==> config.mk <==
export PLATFORM = sky130hd
export DESIGN_NAME = dgsp_ctrl
export DESIGN_NICKNAME = d
export VERILOG_FILES = /design/src/sv/dgsp_pkg.sv /design/src/sv/dgsp_ctrl.sv
export SDC_FILE = /design/constraint.sdc
export NUM_CORES = 1
export LEC_CHECK = 0
export BUFFER_PORTS_ARGS = -buffer_cell sky130_fd_sc_hd__buf_2
export CAP_MARGIN = 0
export CORE_MARGIN = 3
export CORE_UTILIZATION = 27
export DETAILED_ROUTE_END_ITERATION = 8
export PLACE_DENSITY = 0.63
export SETUP_SLACK_MARGIN = 0.5
export SYNTH_ARGS = -nofsm -noshare
export SYNTH_HDL_FRONTEND = slang
export SYNTH_SLANG_ARGS = --single-unit
==> constraint.sdc <==
create_clock -name clk -period 1.84 [get_ports clk]
set_clock_uncertainty 0.15 [all_clocks]
set_input_delay 0.552 -clock clk [delete_from_list [all_inputs] [get_ports clk]]
set_output_delay 0.552 -clock clk [all_outputs]
set_load 0.05 [all_outputs]
==> src/sv/dgsp_pkg.sv <==
package dgsp_pkg;

  localparam int EDGE_W = 16;
  localparam int DIST_W = 31;
  localparam int VIDX_W = 6;
  localparam int VCNT_W = 7;
  localparam int LOAD_POS_BITS = 12;

  localparam logic [DIST_W-1:0] NO_PATH = 31'h7FFF_FFFF;
  localparam logic [DIST_W-1:0] SUM_CAP = 31'h7FFF_FFFE;

  localparam logic REG_VERTEX_COUNT  = 1'b0;
  localparam logic REG_SOURCE_VERTEX = 1'b1;

  localparam logic [VCNT_W-1:0] VCNT_RESET = 7'd64;

  typedef struct packed {
    logic load_wr;
    logic start;
    logic cnt_clr;
    logic init_wr;
    logic scan_clr;
    logic sel_rd;
    logic commit;
    logic relax_rd;
    logic out_load;
  } cmd_t;

  typedef struct packed {
    logic cnt_done;
    logic src_ok;
    logic found;
    logic more_rounds;
  } sts_t;

endpackage

==> src/sv/dgsp_ctrl.sv <==
module dgsp_ctrl (
  input  logic          clk,
  input  logic          rst,
  input  logic          in_valid,
  input  logic          last_entry,
  input  logic          out_ready,
  input  dgsp_pkg::sts_t sts,
  output logic          in_ready,
  output logic          out_valid,
  output dgsp_pkg::cmd_t cmd
);

  import dgsp_pkg::*;

  typedef enum logic [3:0] {
    S_LOAD,
    S_INIT,
    S_ROUND,
    S_SEL,
    S_DECIDE,
    S_RELAX,
    S_OUT_RD,
    S_OUT_CAP,
    S_OUT_HOLD
  } state_t;

  state_t state;
  state_t state_next;

  always_comb begin
    state_next = state;
    cmd        = '0;
    case (state)
      S_LOAD: begin
        if (in_valid && in_ready) begin
          cmd.load_wr = 1'b1;
          if (last_entry) begin
            cmd.start  = 1'b1;
            state_next = S_INIT;
          end
        end
      end
      S_INIT: begin
        if (!sts.cnt_done) begin
          cmd.init_wr = 1'b1;
        end else if (sts.src_ok) begin
          state_next = S_ROUND;
        end else begin
          cmd.cnt_clr = 1'b1;
          state_next  = S_OUT_RD;
        end
      end
      S_ROUND: begin
        if (sts.more_rounds) begin
          cmd.scan_clr = 1'b1;
          state_next   = S_SEL;
        end else begin
          cmd.cnt_clr = 1'b1;
          state_next  = S_OUT_RD;
        end
      end
      S_SEL: begin
        if (!sts.cnt_done) begin
          cmd.sel_rd = 1'b1;
        end else begin
          state_next = S_DECIDE;
        end
      end
      S_DECIDE: begin
        if (sts.found) begin
          cmd.commit = 1'b1;
          state_next = S_RELAX;
        end else begin
          cmd.cnt_clr = 1'b1;
          state_next  = S_OUT_RD;
        end
      end
      S_RELAX: begin
        if (!sts.cnt_done) begin
          cmd.relax_rd = 1'b1;
        end else begin
          state_next = S_ROUND;
        end
      end
      S_OUT_RD: begin
        state_next = S_OUT_CAP;
      end
      S_OUT_CAP: begin
        cmd.out_load = 1'b1;
        state_next   = S_OUT_HOLD;
      end
      S_OUT_HOLD: begin
        if (out_ready && out_valid) begin
          state_next = sts.cnt_done ? S_LOAD : S_OUT_RD;
        end
      end
      default: begin
        state_next = S_LOAD;
      end
    endcase
  end

  always_ff @(posedge clk) begin
    if (rst) begin
      state     <= S_LOAD;
      in_ready  <= 1'b1;
      out_valid <= 1'b0;
    end else begin
      state     <= state_next;
      in_ready  <= (state_next == S_LOAD);
      out_valid <= (state_next == S_OUT_HOLD);
    end
  end

endmodule

## After elaboration in Yosys (flattened, before gate mapping)

Cells that the tools add are included.

- Equal/unequal tests: 9
- Muxes and demuxes: 28
- Reductions and logical operators: 4

Operator list:

| kind | number |
|---|---|
| $pmux W4 S9 | 1 |
| $mux W4 | 6 |
| $eq A4 B3 Y1 const B | 4 |
| $mux W1 | 14 |
| $mux W3 | 3 |
| $eq A4 B2 Y1 const B | 2 |
| $eq A4 B4 Y1 const B | 2 |
| $logic_not A4 Y1 | 2 |
| $mux W2 | 3 |
| $eq A4 B1 Y1 const B | 1 |
| $pmux W1 S3 | 1 |
| $logic_and A1 B1 Y1 | 2 |

- Flip-flop bits (word level): 6
- Input port bits: 9
- Output and inout port bits: 11
- Logic and storage cells: 44

## Depth between registers and ports, before layout

Gate-level depths: netlist of run 1.

- Word-level depth: 4
- Gate-level depth with buffers: 5
- Mapped depth without buffers: 4

## Worst setup path before layout of run 1

OpenSTA, ideal clock, no wires.

- Path kind: register to output
- Start: reg state[2]
- End: out cmd[4] (netlist bit)
- Arrival time: 1.815 ns
- Required time: 1.138 ns
- Slack: -0.677 ns
- Stages on the path, launching flop included: 5
- Path buffers: 1
- Cell sequence: dfxtp_1 > buf_2 > nor2_1 > nand2_1 > nor3b_1

RTL lines:

| item | line | source |
|---|---|---|
| start: declaration | dgsp_ctrl.sv:27 | `state_t state;` |
| start signal: assignment | dgsp_ctrl.sv:109 | `state <= state_next;` |
| end: declaration | dgsp_ctrl.sv:10 | `output dgsp_pkg::cmd_t cmd` |

==> results.cfg, run 1 <==
[synthesis]
seq_area_frac_synth_pct = 27.2
ys_warn_count = 0
syn_area_per_cell_um2 = 7.62
synth_cell_types = 30
synth_area_um2 = 442
syn-num-nets = 67
yosys_register_bits = 6
synth_cells = 58

[critical_path]
crit_slowest_cell = dfxtp_4
start_kind = register
cp-startpoint = state[0]$_SDFF_PP0_
crit_path_end_kind = output port
crit_arrival_ns = 1.37
cp_data_required_time_ns = 1.14
rrSetupSlack_ns = 0.08
crit_path_end = cmd[4]
r2r_end = in_ready$_SDFF_PP1_
crit_buf_inv = 4
worstReg2RegStart = state[0]$_SDFF_PP0_
r2r_cells = 7
crit_chain = buf_12 > buf_4 > buf_8 > nor3b_4 > buf_6
cp_max_fo = 6
path_class = reg -> out
critPathTopFamily = buffers and inverters
crit_cells = 5
max_stage_delay_ns = 0.35

[route]
drt-pass1-iter-count = 6
drc = 0
wl_per_cell_um = 17.5
drt_iter0_markers = 9
wirelength_mm = 2.14
ant_nets = 0
vias = 668
avgViaCountPerCell = 5.48

[place]
port_buffers = 19
place_area_um2 = 738
dp_hpwl_mm = 1.09
post-place-ws_ns = -0.266
place_congestion = 0.839
dp_cells = 104

[power]
p_leak_uw = 0.000488
power_frac_seq_pct = 14.7
power.net_switching_uw = 795
internal_power_uw = 975
p_per_area_nw_per_um2 = 1520
combPwrFrac_pct = 78.4
switching_share_pct = 44.9
p_clk_share_pct = 6.9
peakVddDrop_mv = 1.10

[floorplanning]
io_pins = 20
num_rows = 13
coreArea_um2 = 1420
die_area_um2 = 2160
die_h_um = 46.4
start_util_pct = 31.2
die_w_um = 46.4

[final_layout]
drive_above_1_share_pct = 81.3
final_common_cell = buf_4
nets = 118
final_cell_count_no_fill = 122
diodes = 0
final_cell_mix = buf_4, buf_8, buf_6
fin_area_um2 = 1170
area_delta_synth_final_pct = 164

[timing]
clock.fmax_ghz = 0.483
worst-slew-pin-transition_ns = 0.319
finalSetupViolations = 10
holdWs_ns = 0.402
finalMaxSlewViolations = 0
rsz0062_at_grt = true
post-route-period-util_pct = 112
setup_ws_ns = -0.229
maxSlewHeadroom_pct = 78.8
report.final.hold_viol_count = 0
fin_crit_ns = 2.07

[cts]
cts-root-buf = clkbuf_4
clk-insertion-delay-late_ns = 0.24
clk_pin_slew_ns = 0.04
cts_tree = built
cts_sinks = 6
cts_buffers = 3
clockBufferDepth = 2
htree_levels = 1

[grt]
overflow = 0
antenna_found_initial = 0
grt_max_degree = 11
grt_pass1_vias = 646
grt_pass1_wl_mm = 3.04
grt_use_total_pct = 19.8

[job]
cap_viol_max_count = 0

[outcome]
violations = setup timing
status = complete, but fails checks

[hold_path]
min_path_type = in -> reg
## per-stage QoR
stage               utilization, %  total power [µW]  setup TNS, ns
finish                        82.5              1770          -1.44
global route                  82.5              1860          -1.80
CTS                           75.1              1620          -1.39
detailed placement            52.2              1130          -1.25
global placement              52.2              1120          -1.11
floorplan                        -               842              0
## cells by family (layout without fill, tap and decap cells)
logic type,count (synthesis),count (layout),share of synthesized area (%)
DFF,6,6,27.2
AOI/OAI and AO/OA,13,13,24.9
buffers and inverters,7,56,8.21
and+or+nand+nor,32,32,39.7
## flip-flops by register name (all words and copies together), names as in the netlist
name and cells:
out_valid 1, state 4, in_ready 1
## power groups by stage
| stage | Sequential, µW | Clock (µW) | Combinational (µW) |
|---|---|---|---|
| 2_1_floorplan | 241 | 0 | 601 |
| 3_3_place_gp | 215 | 0 | 903 |
| 3_5_place_dp | 218 | 0 | 915 |
| 4_1_cts | 260 | 120 | 1240 |
| 5_1_grt | 269 | 131 | 1460 |
| 6_report | 260 | 122 | 1390 |
## layout make-up
type                       count  area (µm²)
clock buffer                   3        22.5
fill                          81         248
inverter                       3        11.3
multi-input combinational     45         474
sequential                     6         138
tap                           15        18.8
timing repair buffer          50         503
## how the worst min path moves through the flow
stage	start	to	slack, ns	cells after the start
after global routing	rst	state[1]$_SDFF_PP0_	0.40	2
after floorplan	rst	state[2]$_SDFF_PP0_	0.47	1
after detailed placement	out_valid$_SDFF_PP0_	out_valid$_SDFF_PP0_	0.51	3
final	rst	state[1]$_SDFF_PP0_	0.40	2
after CTS	rst	state[1]$_SDFF_PP0_	0.38	2
after global placement	out_valid$_SDFF_PP0_	out_valid$_SDFF_PP0_	0.50	3
## synth_stat cells
cell type / number / share of area, %
nor4_1: 2 / 2.8
and4_1: 1 / 2.0
and3_1: 5 / 7.1
nor2_1: 12 / 10
o311a_1: 1 / 2.3
o31ai_1: 1 / 1.7
a31oi_1: 1 / 1.4
a211oi_1: 1 / 1.7
dfxtp_1: 6 / 27
a311oi_2: 1 / 3.4
nor3_1: 1 / 1.1
buf_4: 2 / 3.4
a41oi_1: 1 / 2.0
nand2_1: 2 / 1.7
nor2b_1: 1 / 1.4
a311o_1: 1 / 2.3
o21ai_0: 1 / 1.1
nand3b_1: 1 / 1.7
o21bai_1: 1 / 1.7
inv_1: 3 / 2.5
nand2b_1: 2 / 2.8
buf_2: 2 / 2.3
nand4b_1: 1 / 2.0
a41o_1: 1 / 2.3
o2bb2ai_1: 1 / 2.0
a21oi_1: 1 / 1.1
nor3b_1: 2 / 3.4
a21oi_2: 1 / 2.0
or3b_1: 1 / 2.0
or3_1: 1 / 1.4
## timing repair
action | CTS | global route
buffers inserted | 8 | 7
endpoints found under the setup margin | 17 | 17
cloned | 0 | 0
pin swaps | 19 | 15
gates resized for setup | 64 | 11
endpoints found under the hold margin | 0 | 0
hold buffers | 0 | 0
## per-layer routing
| metal | track usage [%] | vias up | routed length, µm |
|---|---|---|---|
| met4 | 3.41 | 0 | 0 |
| met2 | 38.2 | 30 | 1220 |
| met5 | 0 | - | 0 |
| met3 | 2.73 | 0 | 127 |
| met1 | 22.6 | 324 | 792 |
| li1 | - | 314 | - |
(Power assumes the default switching activity.)
==> inputs of run 2 (changes only) <==
- CORE_AREA: default -> 3 3 40 42
- CORE_MARGIN: 3 -> default
- CORE_UTILIZATION: 27 -> default
- DIE_AREA: default -> 0 0 43 45
- PLACE_DENSITY: 0.63 -> default
==> run 2 against run 1 <==
The flow still finishes with violations (setup timing). Setup slack lost 0.0031 ns. Final area is 3.2% lower. First-iteration DRC count is 56% higher. Sequential power grew 2%. Count of clock-buffer cells in the layout unchanged. Final cell count grew 0.82%. Combinational power shrank 5%. Largest power group unchanged.
==> results.cfg, run 2 (synthesis gave the netlist of run 1 again) <==
[outcome]
status = complete, but fails checks
violations = setup timing

[route]
vias = 646
ant_nets = 0
drt_iter0_markers = 14
wirelength_mm = 1.88
drt-pass1-iter-count = 4
avgViaCountPerCell = 5.25
wl_per_cell_um = 15.3
drc = 0

[critical_path]
start_kind = register
cp_data_required_time_ns = 1.14
cp_max_fo = 8
crit_arrival_ns = 1.37
crit_path_end_kind = output port
path_class = reg -> out

[power]
p_per_area_nw_per_um2 = 1500
combPwrFrac_pct = 77.5
peakVddDrop_mv = 0.954
internal_power_uw = 944
power_uw = 1700
p_leak_uw = 0.000481
switching_share_pct = 44.4
power_frac_seq_pct = 15.6
power.net_switching_uw = 754
p_clk_share_pct = 6.9

[final_layout]
final_cell_mix = buf_4, buf_6, buf_8
diodes = 0
reg_top3 = state x4, in_ready x1, out_valid x1
final_common_cell = buf_4
largest-register = state
area_delta_synth_final_pct = 156
fin_area_um2 = 1130
nets = 119
largest_reg_flops = 4
fillers = 63
drive_above_1_share_pct = 77.8

[floorplanning]
die_area_um2 = 1940
coreArea_um2 = 1280
num_rows = 13
die_h_um = 45
start_util_pct = 34.4
io_pins = 20
die_w_um = 43

[place]
port_buffers = 19
place_congestion = 0.863
dp_hpwl_mm = 1.02
place_area_um2 = 748

[timing]
holdWs_ns = 0.385
maxSlewHeadroom_pct = 80.5
finalSetupViolations = 11
rsz0062_at_grt = true
fin_crit_ns = 2.07
worst-slew-pin-transition_ns = 0.291
fin_tns_setup_ns = -1.64
clock.fmax_ghz = 0.483
finalMaxSlewViolations = 0
post-route-period-util_pct = 113
setup_ws_ns = -0.232
report.final.hold_viol_count = 0

[grt]
overflow = 0
grt_max_degree = 11
grt_pass1_wl_mm = 2.70
grt_pass1_vias = 609
grt_use_total_pct = 19.0
antenna_found_initial = 0

[cts]
cts-root-buf = clkbuf_4
cts_sinks = 6
cts_tree = built
cts_hold_buf = 0
htree_levels = 1
clk-insertion-delay-late_ns = 0.24
clk_pin_slew_ns = 0.04
cts_buffers = 3
clockBufferDepth = 2

[job]
cap_viol_max_count = 0

[hold_path]
min_path_type = in -> reg
## run 2: cell count changes in the layout (fill, tap and decap cells not counted), sizes merged
cell,previous run,this run
buf,50,51
## run 2: layer usage
| metal | wire length [µm] | vias up | GRT usage (%) |
|---|---|---|---|
| met5 | 0 | - | 0 |
| li1 | - | 318 | - |
| met2 | 1020 | 24 | 35.3 |
| met1 | 737 | 302 | 22.0 |
| met3 | 101 | 2 | 4.78 |
| met4 | 21 | 0 | 4.22 |
## run 2: power by group through the flow
stage	Clock (µW)	Sequential, µW	Combinational, µW
floorplan	0	241	601
global placement	0	223	902
detailed placement	0	223	911
CTS	120	257	1230
global route	130	272	1380
finish	117	265	1320
## run 2: cell type report
class	count	area, µm²	share of cell area [%]
clock buffers	3	22.5	1.99
inverters	3	11.3	0.997
multi-input cells	45	449	39.8
flip-flops and latches	6	138	12.2
well taps	15	18.8	1.66
repair buffers	51	490	43.4
## run 2: critical path: stages (launching register included)
cell	delay (ns)
dfxtp_4	0.35
buf_12	0.14
nand3b_1	0.13
nor2_2	0.05
o311a_4	0.30
buf_8	0.15
## run 2: what timing repair did
item | CTS | global route
resized for setup | 63 | 5
setup buffers | 8 | 5
endpoints found under the setup margin | 17 | 17
endpoints found under the hold margin | 0 | 0
pin swaps | 14 | 11
## run 2: path summary, 6_finish.rpt
check | startpoint | cells after the start | to | slack (ns)
worst min register to register | out_valid$_SDFF_PP0_ | 4 | out_valid$_SDFF_PP0_ | 0.67
worst min-delay path | rst | 2 | state[1]$_SDFF_PP0_ | 0.39
worst max-delay path | state[0]$_SDFF_PP0_ | 5 | cmd[6] | -0.23
worst max register to register | state[0]$_SDFF_PP0_ | 12 | state[1]$_SDFF_PP0_ | -0.14
## run 2: stage by stage
stage	setup WS, ns	util [%]	instances
after CTS	-0.213	82.6	118
after global routing	-0.276	87.9	123
after detailed placement	-0.242	58.2	107
final	-0.232	87.9	123
after floorplan	0.0111	-	58
after global placement	-0.238	58.2	107
==> inputs of run 3 (changes only) <==
- REMOVE_ABC_BUFFERS: default -> 1
==> run 3 against run 2 <==
The run still ends with setup timing left. Clock power grew 8%. Count of clock-buffer cells in the layout did not move. Combinational power shrank 4%. First-iteration DRC count grew 43%. Wire length up 23%. Setup slack lost 0.00054 ns. Sequential power down 2%.
==> results.cfg, run 3 (synthesis gave the netlist of run 1 again) <==
[critical_path]
cp_max_fo = 6
worstReg2RegStart = state[0]$_SDFF_PP0_
cp_data_required_time_ns = 1.14
cp-startpoint = state[0]$_SDFF_PP0_
path_class = reg -> out
crit_arrival_ns = 1.37
crit_path_end_kind = output port
start_kind = register

[floorplanning]
start_util_pct = 34.4
coreArea_um2 = 1280
die_w_um = 43
num_rows = 13
io_pins = 20
die_area_um2 = 1940
die_h_um = 45

[final_layout]
final_cell_mix = buf_4, buf_6, nor2_1
fin_util_pct = 81.1
area_delta_synth_final_pct = 136
drive_above_1_share_pct = 76.5
fin_area_um2 = 1040
fillers = 63
largest-register = state
final_common_cell = buf_4
reg_top3 = state x4, in_ready x1, out_valid x1
largest_reg_flops = 4
nets = 113
diodes = 0

[power]
p_leak_uw = 0.000441
peakVddDrop_mv = 0.865
p_per_area_nw_per_um2 = 1580

[grt]
grt_pass1_vias = 676
grt_max_degree = 10
grt_use_total_pct = 21.6
top_usage_layer = met2
use_met1_pct = 24.9
met2_usage_pct = 37.7
grt_pass1_wl_mm = 3.11
overflow = 0
grt_use_met3_pct = 3.19
antenna_found_initial = 0

[hold_path]
min_path_type = in -> reg
hold_start = rst

[cts]
clockBufferDepth = 2
clk_pin_slew_ns = 0.05
cts_sinks = 6
cts_buffers = 3
clk-insertion-delay-late_ns = 0.25
cts-root-buf = clkbuf_4
htree_levels = 1
cts_tree = built

[outcome]
status = complete, but fails checks
violations = setup timing

[timing]
finalMaxSlewViolations = 0
report.final.hold_viol_count = 0
finalSetupViolations = 10
rsz0062_at_grt = true
holdWs_ns = 0.389
fin_crit_ns = 2.07
setup_ws_ns = -0.233
maxSlewHeadroom_pct = 82.9
post-route-period-util_pct = 113
clock.fmax_ghz = 0.482
worst-slew-pin-transition_ns = 0.256

[route]
drt-pass1-iter-count = 4
vias = 712
wirelength_mm = 2.31
wl_per_cell_um = 19.8
drt_iter0_markers = 20
ant_nets = 0
avgViaCountPerCell = 6.09
drc = 0

[place]
place_area_um2 = 663
place_congestion = 0.813
port_buffers = 19
dp_hpwl_mm = 1.06
post-place-ws_ns = -0.205

[job]
cap_viol_max_count = 0
## run 3: cell types whose count changed in the layout (fill, tap and decap cells not counted), moves of 2 or more
cell / change
buf_4: -5
nor2_1: +2
nor4_2: +2
nor2_2: -3
buf_6: +3
buf_8: -5
## run 3: where the power goes
part | total, µW | switching, µW | internal [µW]
logic | 1270 | 647 | 618
clock network | 126 | 52.2 | 74.1
registers | 260 | 73.6 | 187
## run 3: critical path, stage by stage (launching register included)
cell and delay [ns]:
dfxtp_2 0.34, buf_12 0.13, o31ai_2 0.27, o311a_1 0.23, buf_6 0.16
## run 3: area by class of cell
class / count / area (µm²) / share of cell area (%)
Timing Repair Buffer: 45 / 419 / 40.2
Sequential cell: 6 / 135 / 13.0
Inverter: 3 / 11.3 / 1.08
Multi-Input combinational cell: 45 / 435 / 41.8
Clock buffer: 3 / 22.5 / 2.16
Tap cell: 15 / 18.8 / 1.80
## run 3: repair_timing
item | CTS | global route
gates resized for setup | 63 | 10
hold buffers | 0 | 0
buffers inserted | 7 | 3
pin swaps | 8 | 11
setup endpoints to repair | 17 | 17
## run 3: final timing paths
kind,end,slack (ns),cells past startpoint
worst max-delay path,cmd[6],-0.23,4
worst min-delay path,state[3]$_SDFF_PP0_,0.39,2
worst max register to register,in_ready$_SDFF_PP1_,-0.01,10
worst min register to register,state[3]$_SDFF_PP0_,0.58,2
## run 3: through the flow
stage / instances / setup TNS, ns / total power [µW]
after floorplan: 54 / -1.25 / 719
after global placement: 104 / -0.537 / 1020
after detailed placement: 104 / -0.648 / 1030
after CTS: 114 / -0.843 / 1490
after global routing: 117 / -1.78 / 1720
final: 117 / -1.34 / 1650
## run 3: per-layer routing
metal	vias up	routed length (µm)
met5	-	0
met4	0	132
met3	16	132
met2	44	1140
met1	345	909
li1	307	-
